### src/rtl/pirl_pkg.sv
package pirl_pkg;

  // Field widths of one request and one result
  localparam int unsigned VALUE_W = 32;
  localparam int unsigned POS_W   = 7;
  localparam int unsigned MODE_W  = 2;
  localparam int unsigned STAT_W  = 2;

  // Request mode codes
  localparam logic [MODE_W-1:0] MODE_INSERT = 2'd0;
  localparam logic [MODE_W-1:0] MODE_REMOVE = 2'd1;
  localparam logic [MODE_W-1:0] MODE_DUMP   = 2'd2;

  // Result status codes
  localparam logic [STAT_W-1:0] STATUS_DONE  = 2'd0;
  localparam logic [STAT_W-1:0] STATUS_RANGE = 2'd1;
  localparam logic [STAT_W-1:0] STATUS_FULL  = 2'd2;

  // Operation broadcast to every cell of the chain
  typedef enum logic [1:0] {
    CELL_HOLD,
    CELL_INSERT,
    CELL_REMOVE,
    CELL_ROTATE
  } cell_op_e;

  typedef struct packed {
    cell_op_e            op;
    logic [POS_W-1:0]    pos;       // insert or remove position
    logic [POS_W-1:0]    last_idx;  // index of the last valid entry (rotate)
    logic [VALUE_W-1:0]  value;     // value to insert
  } cell_ctrl_t;

endpackage

### src/rtl/pirl_cell.sv
module pirl_cell #(
  parameter int CellIdx = 0
) (
  input  logic                         clk_i,
  input  pirl_pkg::cell_ctrl_t         ctrl_i,
  input  logic [pirl_pkg::VALUE_W-1:0] left_i,   // neighbor one index below
  input  logic [pirl_pkg::VALUE_W-1:0] right_i,  // neighbor one index above
  input  logic [pirl_pkg::VALUE_W-1:0] head_i,   // entry of cell 0
  output logic [pirl_pkg::VALUE_W-1:0] q_o
);

  localparam logic [pirl_pkg::POS_W-1:0] Idx = pirl_pkg::POS_W'(CellIdx);

  logic [pirl_pkg::VALUE_W-1:0] entry_d, entry_q;

  // Pick the next entry from neighbors, the new value or the head
  always_comb begin
    entry_d = entry_q;
    case (ctrl_i.op)
      pirl_pkg::CELL_INSERT: begin
        if (Idx > ctrl_i.pos) begin
          entry_d = left_i;
        end else if (Idx == ctrl_i.pos) begin
          entry_d = ctrl_i.value;
        end
      end
      pirl_pkg::CELL_REMOVE: begin
        if (Idx >= ctrl_i.pos) begin
          entry_d = right_i;
        end
      end
      pirl_pkg::CELL_ROTATE: begin
        if (Idx == ctrl_i.last_idx) begin
          entry_d = head_i;
        end else if (Idx < ctrl_i.last_idx) begin
          entry_d = right_i;
        end
      end
      default: ;
    endcase
  end

  always_ff @(posedge clk_i) begin
    entry_q <= entry_d;
  end

  assign q_o = entry_q;

endmodule

### config.mk
export PLATFORM = sky130hd
export DESIGN_NAME = pirl_cell
export DESIGN_NICKNAME = d
export VERILOG_FILES = /design/src/rtl/pirl_pkg.sv /design/src/rtl/pirl_cell.sv
export SDC_FILE = /design/constraint.sdc
export NUM_CORES = 1
export LEC_CHECK = 0
export BUFFER_PORTS_ARGS = -buffer_cell sky130_fd_sc_hd__buf_4
export CORE_ASPECT_RATIO = 1.25
export CORE_MARGIN = 1.5
export CORE_UTILIZATION = 40
export DETAILED_ROUTE_END_ITERATION = 8
export GPL_ROUTABILITY_DRIVEN = 0
export PLACE_DENSITY_LB_ADDON = 0.08
export SYNTH_ARGS = -nofsm -noshare
export SYNTH_HDL_FRONTEND = slang
export SYNTH_SLANG_ARGS = --single-unit
### constraint.sdc
create_clock -name clk_i -period 4.3 [get_ports clk_i]
set_input_delay 0 -clock clk_i [delete_from_list [all_inputs] [get_ports clk_i]]
set_output_delay 0 -clock clk_i [all_outputs]
set_load 0.1 [all_outputs]
==> flow_summary.yaml <==
run_status:
  status: "complete, no violations"
sta:
  slew_violations: 0
  rsz0062_at_grt: "false"
  tns_ns: 0
  holdWs_ns: 0.0235
  post-route-period-util: 0.512
  max_slew.worst_pin.slew_ns: 1.04
  setup_slack_ns: 2.10
  fin_crit_ns: 2.20
  slew_headroom: 0.302
  fmax_mhz: 454
  setup_viol: 0
  final-hold-violation-count: 0
layout:
  final_nets: 467
  largest_reg_flops: 32
  final_common_cell: "buf_4"
  postLayoutCellArea_um2: 3120
  regArea_um2: 961
  final_cell_mix: "buf_4, mux2i_1, nor2b_1, a21oi_1, edfxtp_1"
  nFillCells: 420
  area_growth_syn_to_layout_pct: 61.1
  multi_input_area_um2: 912
  layout-drive-gt1-share: 0.477
  diodes: 0
synthesis:
  syn_area_um2: 1930
  synth.avg_cell_area_um2: 10.6
  yosysSeqAreaShare: 0.497
  yosysWarnings: 0
  synth_cell_types: 15
  ys_seq_elements: 32
  syn_inst: 183
  syn-num-nets: 328
cts:
  cts_tree: "built"
  cts_buffer_depth: 2
  root_buffer: "clkbuf_8"
  htreeDepth: 2
  clk_pin_slew_ns: 0.06
  cts_hold_buf: 0
  numCtsBuffers: 5
  cts_resized: 0
  cts_setup_buffers: 0
  clock_sinks: 32
min_path:
  whs_path_depth: 3
  hold_start: "right_i[13]"
  hp-class: "in -> reg"
place:
  place_ws_ns: 1.71
  port_buffers: 144
  placed_area_um2: 3040
detailed_routing:
  avgRoutedWirePerCell_um: 13.9
  wl_mm: 5.31
  drt_first_pass_iters: 4
  vias: 1921
  drc: 0
  routed_via_density: 5.02
  drtIter0Drc: 114
  antenna_left: 0
die:
  top_level_ports: 177
  initial_utilization: 0.412
  die_h_um: 80.8
  row_count: 28
  coreArea_um2: 4690
  die_w_um: 65.2
  design.die.area_um2: 5260
global_routing:
  grt_overflow_total: 0
  grt_first_pass_wirelength_mm: 7.79
  grt_usage: 0.195
  grt_max_degree: 36
  first_global_vias: 1788
  antenna_found_initial: 0
setup_path:
  path_class: "in -> reg"
  max_stage_delay_ns: 1.06
  cp_cell_sequence: "buf_4 -> nand2_1 -> a21oi_4"
  critical_path_buf_inv_count: 1
  slowest_stage: "a21oi_4"
  startpoint: "ctrl_i[47]"
  cp_top_family: "compound AO/OA/AOI/OAI gates"
  critPathRequiredTime_ns: 4.19
  crit_arrival_ns: 2.10
  cp.depth: 3
  crit_path_start_kind: "input port"
  end_kind: "flip-flop"
  crit_fanout: 35
power_and_ir_drop:
  p_leak_nw: 1.52
  vdd.ir_drop.worst_v: 0.000190
  pwr_density_cell_nw_per_um2: 302
run:
  max_cap_viol_count: 0
==> per-stage QoR <==
stage | total power, W | util | std cells
6_report | 0.000941 | 0.664 | 383
4_1_cts | 0.000953 | 0.664 | 383
5_1_grt | 0.000980 | 0.664 | 383
2_1_floorplan | 0.000608 | - | 183
3_3_place_gp | 0.000734 | 0.647 | 375
3_5_place_dp | 0.000737 | 0.647 | 375
==> report_power, final <==
part / internal (W) / switching (W)
Combinational: 0.000119 / 0.000230
Sequential: 0.000374 / 0.00000561
Clock: 0.000112 / 0.0000999
Total: 0.000605 / 0.000336
==> cell usage after synthesis, drive strengths merged <==
cell type / n / share of area
nor4: 2 / 0.0097
a21oi: 33 / 0.085
mux2i: 32 / 0.17
nor2b: 33 / 0.11
nand2: 3 / 0.0071
buf: 6 / 0.025
nor3: 2 / 0.0052
edfxtp: 32 / 0.50
clkbuf: 7 / 0.014
o21ai: 32 / 0.083
nor2: 1 / 0.0019
==> layer usage <==
layer / share of wire / global-route usage / up-vias
met5: 0 / 0 / -
met4: 0.010 / 0.0604 / 0
met3: 0.093 / 0.0665 / 6
met2: 0.52 / 0.353 / 96
met1: 0.38 / 0.213 / 868
li1: - / - / 951
==> logic make-up (layout without fill, tap and decap cells) <==
family / after synthesis / in the layout / share of synthesized area
compound gates: 65 / 65 / 0.168
mux: 32 / 32 / 0.166
buf+inv: 13 / 153 / 0.0388
flops: 32 / 32 / 0.497
simple gates: 41 / 41 / 0.131
==> final timing paths <==
path	to
worst max-delay path	q_o[20]
worst min-delay path	q_o[13]
==> final cells by class <==
cell class,count,area share
clock buffer,7,0.0245
clock inverter,1,0.00120
timing repair buffer,145,0.349
multi-input combinational,138,0.293
sequential,32,0.308
tap,60,0.0241
==> tightest hold or removal path, delay by kind of cell <==
kind,cells,cell delay [ns]
buf+inv,1,0.08
compound gates,2,0.10
(Power assumes the default switching activity.)
